==> src/hw/rtl/crfe_pkg.sv <==
// crfe_pkg: constants, codes and shared types of the reply frame engine
// no dependencies; used by every other file of the block but crfe_if
`default_nettype none

package crfe_pkg;

  localparam logic [7:0] FRAME_HEADER = 8'hA1;
  localparam logic [3:0] LEN_MASK     = 4'hF;

  localparam logic OP_START = 1'b0;
  localparam logic OP_RX    = 1'b1;

  localparam logic [1:0] KIND_TX      = 2'd0;
  localparam logic [1:0] KIND_PAYLOAD = 2'd1;
  localparam logic [1:0] KIND_END     = 2'd2;

  localparam logic [1:0] ST_OK       = 2'd0;
  localparam logic [1:0] ST_BAD_HDR  = 2'd1;
  localparam logic [1:0] ST_BAD_CODE = 2'd2;
  localparam logic [1:0] ST_BAD_SUM  = 2'd3;

  // result count of a transmit group
  localparam logic [1:0] TX_COUNT = 2'd3;

  typedef enum logic [4:0] {
    PH_IDLE    = 5'b00001,
    PH_HEADER  = 5'b00010,
    PH_CODE    = 5'b00100,
    PH_PAYLOAD = 5'b01000,
    PH_SUM     = 5'b10000
  } phase_t;

  // results caused by one accepted item: none, one, or a three byte transmit group
  typedef struct packed {
    logic       valid;
    logic       tx;
    logic [1:0] kind;
    logic [7:0] value;
    logic [3:0] index;
    logic [1:0] status;
  } group_t;

endpackage

`default_nettype wire

==> src/hw/rtl/crfe_if.sv <==
// crfe_in_if / crfe_out_if: valid-ready channels of the reply frame engine
// no dependencies
`default_nettype none

interface crfe_in_if;
  logic       valid;
  logic       ready;
  logic       op;
  logic [7:0] command;
  logic [7:0] reply_code;
  logic       expect_reply;
  logic [7:0] rx_byte;

  modport source (output valid, op, command, reply_code, expect_reply, rx_byte,
                  input ready);
  modport sink   (input valid, op, command, reply_code, expect_reply, rx_byte,
                  output ready);
endinterface

interface crfe_out_if;
  logic       valid;
  logic       ready;
  logic [1:0] kind;
  logic [7:0] value;
  logic [3:0] index;
  logic [1:0] status;
  logic       last;

  modport source (output valid, kind, value, index, status, last, input ready);
  modport sink   (input valid, kind, value, index, status, last, output ready);
endinterface

`default_nettype wire

==> src/hw/rtl/checksummed_reply_frame_engine.sv <==
// checksummed_reply_frame_engine: the first result of an input transfer is registered and shows in the cycle after it
// a received byte gives at most one result; a start holds the output for three transfers,
// so the next item waits until the third transmit byte leaves
// the input is taken in the same cycle the last held result transfers
// synchronous active-high rst returns the frame state to idle and empties the result register
// depends on crfe_pkg, crfe_if, crfe_ctrl, crfe_out
`default_nettype none

module checksummed_reply_frame_engine (
  input  wire logic  clk,
  input  wire logic  rst,
  crfe_in_if.sink    req,
  crfe_out_if.source rsp
);

  crfe_pkg::group_t group;
  logic             can_load;
  logic             accept;

  assign req.ready = can_load;
  assign accept    = req.valid && can_load;

  crfe_ctrl u_ctrl (
    .clk          (clk),
    .rst          (rst),
    .accept       (accept),
    .op           (req.op),
    .command      (req.command),
    .reply_code   (req.reply_code),
    .expect_reply (req.expect_reply),
    .rx_byte      (req.rx_byte),
    .group        (group)
  );

  crfe_out u_out (
    .clk      (clk),
    .rst      (rst),
    .group    (group),
    .can_load (can_load),
    .rsp      (rsp)
  );

endmodule

`default_nettype wire

==> src/hw/rtl/crfe_ctrl.sv <==
// crfe_ctrl: frame state machine, checks reply bytes and builds result groups
// depends on crfe_pkg
`default_nettype none

module crfe_ctrl (
  input  wire logic           clk,
  input  wire logic           rst,
  input  wire logic           accept,
  input  wire logic           op,
  input  wire logic [7:0]     command,
  input  wire logic [7:0]     reply_code,
  input  wire logic           expect_reply,
  input  wire logic [7:0]     rx_byte,
  output crfe_pkg::group_t    group
);

  crfe_pkg::phase_t phase, phase_next;
  logic [7:0] awaited_reply, awaited_reply_next;
  logic [3:0] bytes_left, bytes_left_next;
  logic [7:0] running_sum, running_sum_next;
  logic [3:0] payload_position, payload_position_next;

  always_comb begin
    phase_next            = phase;
    awaited_reply_next    = awaited_reply;
    bytes_left_next       = bytes_left;
    running_sum_next      = running_sum;
    payload_position_next = payload_position;
    group                 = '0;
    if (accept) begin
      if (op == crfe_pkg::OP_START) begin
        group.valid = 1'b1;
        group.tx    = 1'b1;
        group.kind  = crfe_pkg::KIND_TX;
        group.value = command;
        if (expect_reply) begin
          phase_next         = crfe_pkg::PH_HEADER;
          awaited_reply_next = reply_code;
        end else begin
          phase_next = crfe_pkg::PH_IDLE;
        end
      end else begin
        case (phase)
          crfe_pkg::PH_HEADER: begin
            if (rx_byte != crfe_pkg::FRAME_HEADER) begin
              group.valid  = 1'b1;
              group.kind   = crfe_pkg::KIND_END;
              group.status = crfe_pkg::ST_BAD_HDR;
              phase_next   = crfe_pkg::PH_IDLE;
            end else begin
              phase_next = crfe_pkg::PH_CODE;
            end
          end
          crfe_pkg::PH_CODE: begin
            if (rx_byte != awaited_reply) begin
              group.valid  = 1'b1;
              group.kind   = crfe_pkg::KIND_END;
              group.status = crfe_pkg::ST_BAD_CODE;
              phase_next   = crfe_pkg::PH_IDLE;
            end else begin
              running_sum_next      = rx_byte;
              bytes_left_next       = rx_byte[3:0] & crfe_pkg::LEN_MASK;
              payload_position_next = '0;
              phase_next = ((rx_byte[3:0] & crfe_pkg::LEN_MASK) != '0) ?
                           crfe_pkg::PH_PAYLOAD : crfe_pkg::PH_SUM;
            end
          end
          crfe_pkg::PH_PAYLOAD: begin
            group.valid           = 1'b1;
            group.kind            = crfe_pkg::KIND_PAYLOAD;
            group.value           = rx_byte;
            group.index           = payload_position;
            running_sum_next      = running_sum + rx_byte;
            payload_position_next = payload_position + 4'd1;
            bytes_left_next       = bytes_left - 4'd1;
            if (bytes_left == 4'd1) begin
              phase_next = crfe_pkg::PH_SUM;
            end
          end
          crfe_pkg::PH_SUM: begin
            group.valid  = 1'b1;
            group.kind   = crfe_pkg::KIND_END;
            group.status = (rx_byte == running_sum) ? crfe_pkg::ST_OK
                                                    : crfe_pkg::ST_BAD_SUM;
            phase_next   = crfe_pkg::PH_IDLE;
          end
          default: begin
            // byte with no reply pending is dropped
            phase_next = crfe_pkg::PH_IDLE;
          end
        endcase
      end
    end
  end

  always_ff @(posedge clk) begin
    if (rst) begin
      phase            <= crfe_pkg::PH_IDLE;
      awaited_reply    <= '0;
      bytes_left       <= '0;
      running_sum      <= '0;
      payload_position <= '0;
    end else begin
      phase            <= phase_next;
      awaited_reply    <= awaited_reply_next;
      bytes_left       <= bytes_left_next;
      running_sum      <= running_sum_next;
      payload_position <= payload_position_next;
    end
  end

endmodule

`default_nettype wire

==> src/hw/rtl/crfe_out.sv <==
// crfe_out: result register, plays a held group out one transfer at a time
// depends on crfe_pkg and crfe_if
`default_nettype none

module crfe_out (
  input  wire logic             clk,
  input  wire logic             rst,
  input  wire crfe_pkg::group_t group,
  output logic                  can_load,
  crfe_out_if.source            rsp
);

  logic       busy;
  logic [1:0] cnt;
  logic       tx;
  logic [1:0] kind;
  logic [7:0] value;
  logic [3:0] index;
  logic [1:0] status;
  logic       fire;

  assign fire     = busy && rsp.ready;
  assign can_load = !busy || (fire && cnt == 2'd1);

  always_ff @(posedge clk) begin
    if (rst) begin
      busy <= 1'b0;
      cnt  <= '0;
    end else if (group.valid && can_load) begin
      busy <= 1'b1;
      cnt  <= group.tx ? crfe_pkg::TX_COUNT : 2'd1;
    end else if (fire) begin
      if (cnt == 2'd1) begin
        busy <= 1'b0;
      end
      cnt <= cnt - 2'd1;
    end
  end

  always_ff @(posedge clk) begin
    if (group.valid && can_load) begin
      tx     <= group.tx;
      kind   <= group.kind;
      value  <= group.value;
      index  <= group.index;
      status <= group.status;
    end
  end

  assign rsp.valid  = busy;
  assign rsp.kind   = kind;
  // transmit group: header first, then the command twice
  assign rsp.value  = (tx && cnt == crfe_pkg::TX_COUNT) ? crfe_pkg::FRAME_HEADER : value;
  assign rsp.index  = index;
  assign rsp.status = status;
  assign rsp.last   = (cnt == 2'd1);

endmodule

`default_nettype wire

==> src/flat_wrapper.sv <==
// flat-port wrapper written by rule: the top's interface ports become plain ports
module checksummed_reply_frame_engine_flat 
  (clk, rst, req_valid, req_op, req_command, req_reply_code, req_expect_reply, req_rx_byte, req_ready, rsp_valid, rsp_kind, rsp_value, rsp_index, rsp_status, rsp_last, rsp_ready);
  crfe_in_if req_i ();
  crfe_out_if rsp_i ();
  input  wire logic clk;
  input  wire logic rst;
  input wire logic [$bits(req_i.valid)-1:0] req_valid;
  input wire logic [$bits(req_i.op)-1:0] req_op;
  input wire logic [$bits(req_i.command)-1:0] req_command;
  input wire logic [$bits(req_i.reply_code)-1:0] req_reply_code;
  input wire logic [$bits(req_i.expect_reply)-1:0] req_expect_reply;
  input wire logic [$bits(req_i.rx_byte)-1:0] req_rx_byte;
  output wire logic [$bits(req_i.ready)-1:0] req_ready;
  output wire logic [$bits(rsp_i.valid)-1:0] rsp_valid;
  output wire logic [$bits(rsp_i.kind)-1:0] rsp_kind;
  output wire logic [$bits(rsp_i.value)-1:0] rsp_value;
  output wire logic [$bits(rsp_i.index)-1:0] rsp_index;
  output wire logic [$bits(rsp_i.status)-1:0] rsp_status;
  output wire logic [$bits(rsp_i.last)-1:0] rsp_last;
  input wire logic [$bits(rsp_i.ready)-1:0] rsp_ready;
  assign req_i.valid = req_valid;
  assign req_i.op = req_op;
  assign req_i.command = req_command;
  assign req_i.reply_code = req_reply_code;
  assign req_i.expect_reply = req_expect_reply;
  assign req_i.rx_byte = req_rx_byte;
  assign req_ready = req_i.ready;
  assign rsp_valid = rsp_i.valid;
  assign rsp_kind = rsp_i.kind;
  assign rsp_value = rsp_i.value;
  assign rsp_index = rsp_i.index;
  assign rsp_status = rsp_i.status;
  assign rsp_last = rsp_i.last;
  assign rsp_i.ready = rsp_ready;
  checksummed_reply_frame_engine u_core (.clk(clk), .rst(rst), .req(req_i), .rsp(rsp_i));
endmodule
==> config.mk <==
export PLATFORM = sky130hd
export DESIGN_NAME = checksummed_reply_frame_engine_flat
export DESIGN_NICKNAME = d
export VERILOG_FILES = /design/src/hw/rtl/crfe_pkg.sv /design/src/hw/rtl/crfe_if.sv /design/src/hw/rtl/checksummed_reply_frame_engine.sv /design/src/hw/rtl/crfe_ctrl.sv /design/src/hw/rtl/crfe_out.sv /design/src/flat_wrapper.sv
export SDC_FILE = /design/constraint.sdc
export NUM_CORES = 1
export LEC_CHECK = 0
export ABC_AREA = 0
export BUFFER_PORTS_ARGS = -buffer_cell sky130_fd_sc_hd__buf_2
export CAP_MARGIN = 20
export CORE_MARGIN = 4
export CORE_UTILIZATION = 50
export CTS_CLUSTER_DIAMETER = 30
export CTS_CLUSTER_SIZE = 8
export DETAILED_ROUTE_END_ITERATION = 8
export MAX_ROUTING_LAYER = met4
export PLACE_DENSITY = 0.8
export SYNTH_ARGS = -nofsm -noshare
export SYNTH_HDL_FRONTEND = slang
export SYNTH_SLANG_ARGS = --single-unit
==> constraint.sdc <==
create_clock -name clk -period 2.6 [get_ports clk]
set_input_delay 0.26 -clock clk [delete_from_list [all_inputs] [get_ports clk]]
set_output_delay 0.26 -clock clk [all_outputs]
set_load 0.05 [all_outputs]
# --- Word-level counts from Yosys, hierarchy flattened ---
# Cells that the tools add are included.
word_totals:
  n_memories: 0
  ramBits: 0
  elab_cells: 82
  mem_bits_ro: 0
  out_inout_bits: 19
  latchBits: 0
  ff_bits: 49
classes:
  n_shift: 0
  bitwise: 1
  n_div: 0
  add_sub_neg: 4
  muxes: 35
  n_reduce_logical: 18
  mul: 0
  eq_ne: 12
  magnitude_cmp: 0
ops:
  columns: ["cell", "count"]
  rows:
  - ["two-way mux 5 bit", 4]
  - ["two-way mux 18 bit", 1]
  - ["two-way mux 8 bit", 2]
  - ["case mux 4 bit (2 select lines)", 2]
  - ["case mux 8 bit (2 select lines)", 1]
  - ["case mux 5 bit (3 select lines)", 1]
  - ["two-way mux 2 bit", 7]
  - ["two-way mux 12 bit", 1]
  - ["two-way mux 10 bit", 1]
  - ["adder 8 bit", 1]
  - ["== test 8 bit", 1]
  - ["two-way mux 1 bit", 8]
  - ["two-way mux 4 bit", 2]
  - ["!= test 8 bit", 1]
  - ["!= test 8 bit, second input constant", 1]
  - ["case mux 2 bit (4 select lines)", 1]
  - ["two-way mux 6 bit", 1]
  - ["case mux 2 bit (3 select lines)", 1]
  - ["AND reduction 2 bit", 3]
  - ["AND reduction 3 bit", 2]
  - ["nonzero test 2 bit", 3]
  - ["== test 5 x 2 -> 1 bit, second input constant", 1]
  - ["== test 5 x 3 -> 1 bit, second input constant", 1]
  - ["== test 5 x 4 -> 1 bit, second input constant", 1]
  - ["18 further kinds", 22]

# --- Longest topological paths before layout ---
depth:
  word_depth: 8
  depth_mapped: 9
  depth_no_buf: 9

# --- Hierarchy ---
# From an unflattened synthesis, not the netlist that was laid out.
hier_totals:
  hier_cells: 308
  hier_area_um2: 2815.2
modules_own_cells:
  columns: ["mod", "cells_each", "area_each_um2", "n_inst"]
  rows:
  - ["crfe_ctrl", 258, 2047.0, 1]
  - ["crfe_out", 49, 762.0, 1]
  - ["checksummed_reply_frame_engine", 1, 6.3, 1]

# --- Worst setup path after synthesis ---
# Ideal clock, no wire load.
synth_path:
  path_kind: "register to register"
  startpoint: "register u_core.u_out.cnt[0]"
  endpoint: "register u_core.u_out.index[0], in the netlist u_core.u_out.rsp.index[0], enable pin"
  setup_slack_ps: 35
  setup_ps: 390
  arrival_time_ps: 2174
  synth_period_minus_slack_ps: 2565
  stages_incl_launch_ff: 5
  cell_sequence: "dfxtp_1 -> ha_1 -> a21bo_2 -> nand2_1 -> nor2_1"
synth_between:
  elab_chain_cells: 6
synth_lines:
  columns: ["item", "line_no", "source"]
  rows:
  - ["start, declared", "crfe_out.sv:14", "logic [1:0] cnt;"]
  - ["start signal, assigned", "crfe_out.sv:31", "cnt <= group.tx ? crfe_pkg::TX_COUNT : 2'd1;"]
  - ["start signal, assigned", "crfe_out.sv:36", "cnt <= cnt - 2'd1;"]
  - ["== test 2 x 1 -> 1 bit (*)", null, null]
  - ["net rsp_last", "flat_wrapper.sv:20", "output wire logic [$bits(rsp_i.last)-1:0] rsp_last;"]
  - ["logical AND 1 bit (*)", "crfe_out.sv:23", "assign can_load = !busy || (fire && cnt == 2'd1);"]
  - ["logical OR 1 bit (*)", "crfe_out.sv:23", null]
  - ["net req_ready", "flat_wrapper.sv:14", "output wire logic [$bits(req_i.ready)-1:0] req_ready;"]
  - ["logical AND 1 bit", "checksummed_reply_frame_engine.sv:21", "assign accept = req.valid && can_load;"]
  - ["two-way mux 18 bit", "crfe_ctrl.sv:30", "if (accept) begin"]
  - ["logical AND 1 bit (*)", "crfe_out.sv:41", "if (group.valid && can_load) begin"]
  - ["end signal, assigned", "crfe_out.sv:45", "index <= group.index;"]
  - ["end, declared", "crfe_out.sv:18", "logic [3:0] index;"]
# The timed path passes the listed nets; every way through them passes the cells marked *.
# A chain may end at the register's enable or synchronous reset.

# --- Final worst setup path ---
layout_path:
  startpoint: "register u_core.u_out.cnt[0]"
  endpoint: "register u_core.u_ctrl.payload_position[3]"
layout_between:
  elab_chain_cells: 5
layout_lines:
  columns: ["item", "line_no", "source"]
  rows:
  - ["== test 2 x 1 -> 1 bit", "crfe_out.sv:23", null]
  - ["logical AND 1 bit", "crfe_out.sv:23", null]
  - ["logical OR 1 bit", "crfe_out.sv:23", null]
  - ["logical AND 1 bit", "checksummed_reply_frame_engine.sv:21", null]
  - ["AND reduction 4 bit (no source line)", null, null]
  - ["end signal, assigned", "crfe_ctrl.sv:108", "payload_position <= payload_position_next;"]
  - ["end, declared", "crfe_ctrl.sv:21", "logic [3:0] payload_position, payload_position_next;"]
# No other way between the ends.

==> reports/results.tsv <==
metric	value	unit
status	completed	
htreeDepth	2	
area_growth	16.2	%
worst-path-stages	7	
routed-via-count	2291	
clock_sinks	49	
grt_max_degree	33	
netlist-cell-type-count	58	
worstSetupPathType	flip-flop to flip-flop	
rsz0062_at_grt	false	
setup_ws	0.354	ns
syn_area	2760	µm²
synth-seq-area-share	41.7	%
yosysTopAreaCellShare	23.2	%
insertion_delay	0.30	ns
coreArea	5240	µm²
synthTopCellsByArea	dfxtp_1 23%, edfxtp_1 18%, ha_1 5.4%, mux2i_1 4.0%, nor2_1 3.9%	
start_util	52.7	%
slew_viol_final	0	
worst_path_max_delay_cell	nor2_2	
place_worst_setup_slack	0.349	ns
slew_headroom	53.4	%
cts_tree	yes	
worst_ep_required_time	2.82	ns
overflow	0	
place.gp.congestion	0.900	
worstPathMaxFanout	17	
syn_nets	327	
synth_largest_area_cell	dfxtp_1	
routed_wl	6.12	mm
vdd_ir_drop_max	318	µV
clkSlewWorstSetupHoldPaths	0.09	ns
grt_pass1_wl	9.86	mm
hp-class	input port to flip-flop	
grt_usage	19.5	%
crit_path_cell_trace	ha_1 -> a21bo_2 -> and2_1 -> nand2_1 -> nor2_2 -> a41oi_1 -> a311oi_1	
rows	26	
setup_tns	0	ns
n_antenna_cell	0	
finClkSkew	0.00453	ns
slowest_delay	0.52	ns
numCtsBuffers	5	
fmax	445	MHz
endpoint_kind	flip-flop	
finalHoldViolations	0	
hpwl	4.62	mm
rr_startpoint	u_core.u_out.cnt[0]	
cp_top_family	simple AND/OR/NAND/NOR gates	
ant_nets	0	
cts_setup_buffers	0	
synth.avg_cell_area	9.72	µm²
layout_commonest_cell	buf_2	
cts_hold_buf	0	
io_pins	49	
synth_seq_cells	49	
power.density	486	nW/µm²
placed_cells_incl_taps	403	
yosys_warnings	0	
synth_ff_type	dfxtp_1	
drt_iter0_drc	147	
final_layout_size_suffix_gt1_share	23.8	%
layout_common_cells	48 x buf_2, 32 x dfxtp_1, 29 x nor2_1	
drt-vias-per-instance	5.57	
synthArstFlopShare	0	%
die_x	82.3	µm
grt_pass1_vias	2129	
start_kind	flip-flop	
drt_pass1_iterations	4	
io_buffers	48	
cap_violations	0	
die_h	82.3	µm
clock_path_buffers	2	
tightest_slew	0.697	ns
setup_violations	0	
hold_depth	3	
fin_nets	383	
p_leak	1.34	nW
final.period_utilization	86.4	%
worstHoldStart	req_reply_code[2]	
post_cts_resized	0	
final.min_clock_period	2.25	ns
timing.rr.end	u_core.u_ctrl.payload_position[3]	
avgRoutedWirePerCell	14.9	µm
fin_area	3210	µm²
dpl-instance-area	3120	µm²
min_to	u_core.u_ctrl.awaited_reply[2]	
drc	0	
cts-root-buf	clkbuf_8	
r2r_cells	7	
critical_path_buf_inv_count	0	
stdcell_count	411	
antenna_found_initial	0	
fp.dieArea	6780	µm²
synth_cells	284	
synth_edf_count	17	
cp_data_arrival_time	2.46	ns
r2r_setup_slack	0.35	ns
## flip-flops by register name, indices dropped and copies added (netlist names)
signal                          cells
u_core.u_ctrl.awaited_reply         8
u_core.u_ctrl.bytes_left            4
u_core.u_ctrl.payload_position      4
u_core.u_ctrl.phase                 5
u_core.u_ctrl.running_sum           8
u_core.u_out.cnt                    2
u_core.u_out.rsp.index              4
u_core.u_out.rsp.kind               2
u_core.u_out.rsp.status             2
u_core.u_out.rsp.valid              1
u_core.u_out.tx                     1
u_core.u_out.value                  8
## final cells by class
type	count	area [µm²]
clock buffer	5	68.8
clock inverter	3	21.3
fill	447	2030
inverter	8	30.0
multi-input combinational	215	1510
sequential	49	1150
tap	70	87.6
timing repair buffer	61	342
## per-stage QoR
step           power, mW  util, %  hold WS (ns)
6_report            1.56     61.3         0.184
5_1_grt             1.64     61.3         0.186
2_1_floorplan       1.04        -         0.404
3_5_place_dp        1.13     59.6         0.466
4_1_cts             1.57     61.3         0.182
3_3_place_gp        1.12     59.3         0.463
## cell usage after synthesis, types with 2 or more instances
cell type	n
ha_1	12
buf_6	3
clkbuf_1	5
nand3_1	7
inv_1	8
nor2b_1	5
a211oi_1	6
xnor2_1	4
dfxtp_1	32
o21bai_1	2
nand2_1	21
a221oi_1	2
nand2b_1	8
a311oi_1	5
nor4_1	3
nor3_1	11
mux2i_1	11
nor3b_1	3
nor2_1	29
xor2_1	9
a21oi_1	12
nand3b_1	2
o21a_1	4
a211oi_2	2
a31oi_1	3
o21ai_0	8
a22o_1	8
o22ai_1	2
edfxtp_1	17
and2_1	10
buf_2	3
## tightest hold or removal path: stages
cell and delay [ns]:
buf_2 0.07, mux2i_1 0.05, nor2_1 0.07
## cell families (layout without fill, tap and decap cells)
group / after synthesis / in the layout / synth area share [%]
mux: 11 / 11 / 3.99
xor+xnor: 13 / 13 / 4.12
flops: 49 / 49 / 41.7
simple gates: 108 / 108 / 20.6
buf+inv: 20 / 77 / 3.67
compound gates: 70 / 70 / 19.8
fa+ha+maj: 13 / 13 / 6.16
## worst max path at each step
stage | startpoint | to | slack [ns]
after global routing | u_core.u_out.cnt[1] | u_core.u_ctrl.payload_position[3] | 0.19
final | u_core.u_out.cnt[0] | u_core.u_ctrl.payload_position[3] | 0.35
after floorplan | u_core.u_out.cnt[0] | u_core.u_out.rsp.index[0] | 0.04
after global placement | req_rx_byte[7] | u_core.u_out.rsp.index[2] | 0.10
after CTS | u_core.u_out.cnt[0] | u_core.u_ctrl.payload_position[3] | 0.38
after detailed placement | req_rx_byte[1] | u_core.u_ctrl.running_sum[7] | 0.35
## power by group
group          switching (mW)  internal (mW)  total (mW)  leakage (nW)
Combinational           0.183         0.0922       0.276         0.878
Sequential             0.0143          0.820       0.835         0.423
Clock                   0.259          0.190       0.450        0.0407
## routing by layer
metal | vias up | global-route usage (%) | routed length [µm]
li1 | 1157 | - | -
met1 | 1029 | 26.6 | 2820
met2 | 97 | 29.8 | 2730
met3 | 8 | 2.93 | 486
met4 | 0 | 6.15 | 84
met5 | - | - | 0
Note: power is estimated with default switching activity, not from simulation.
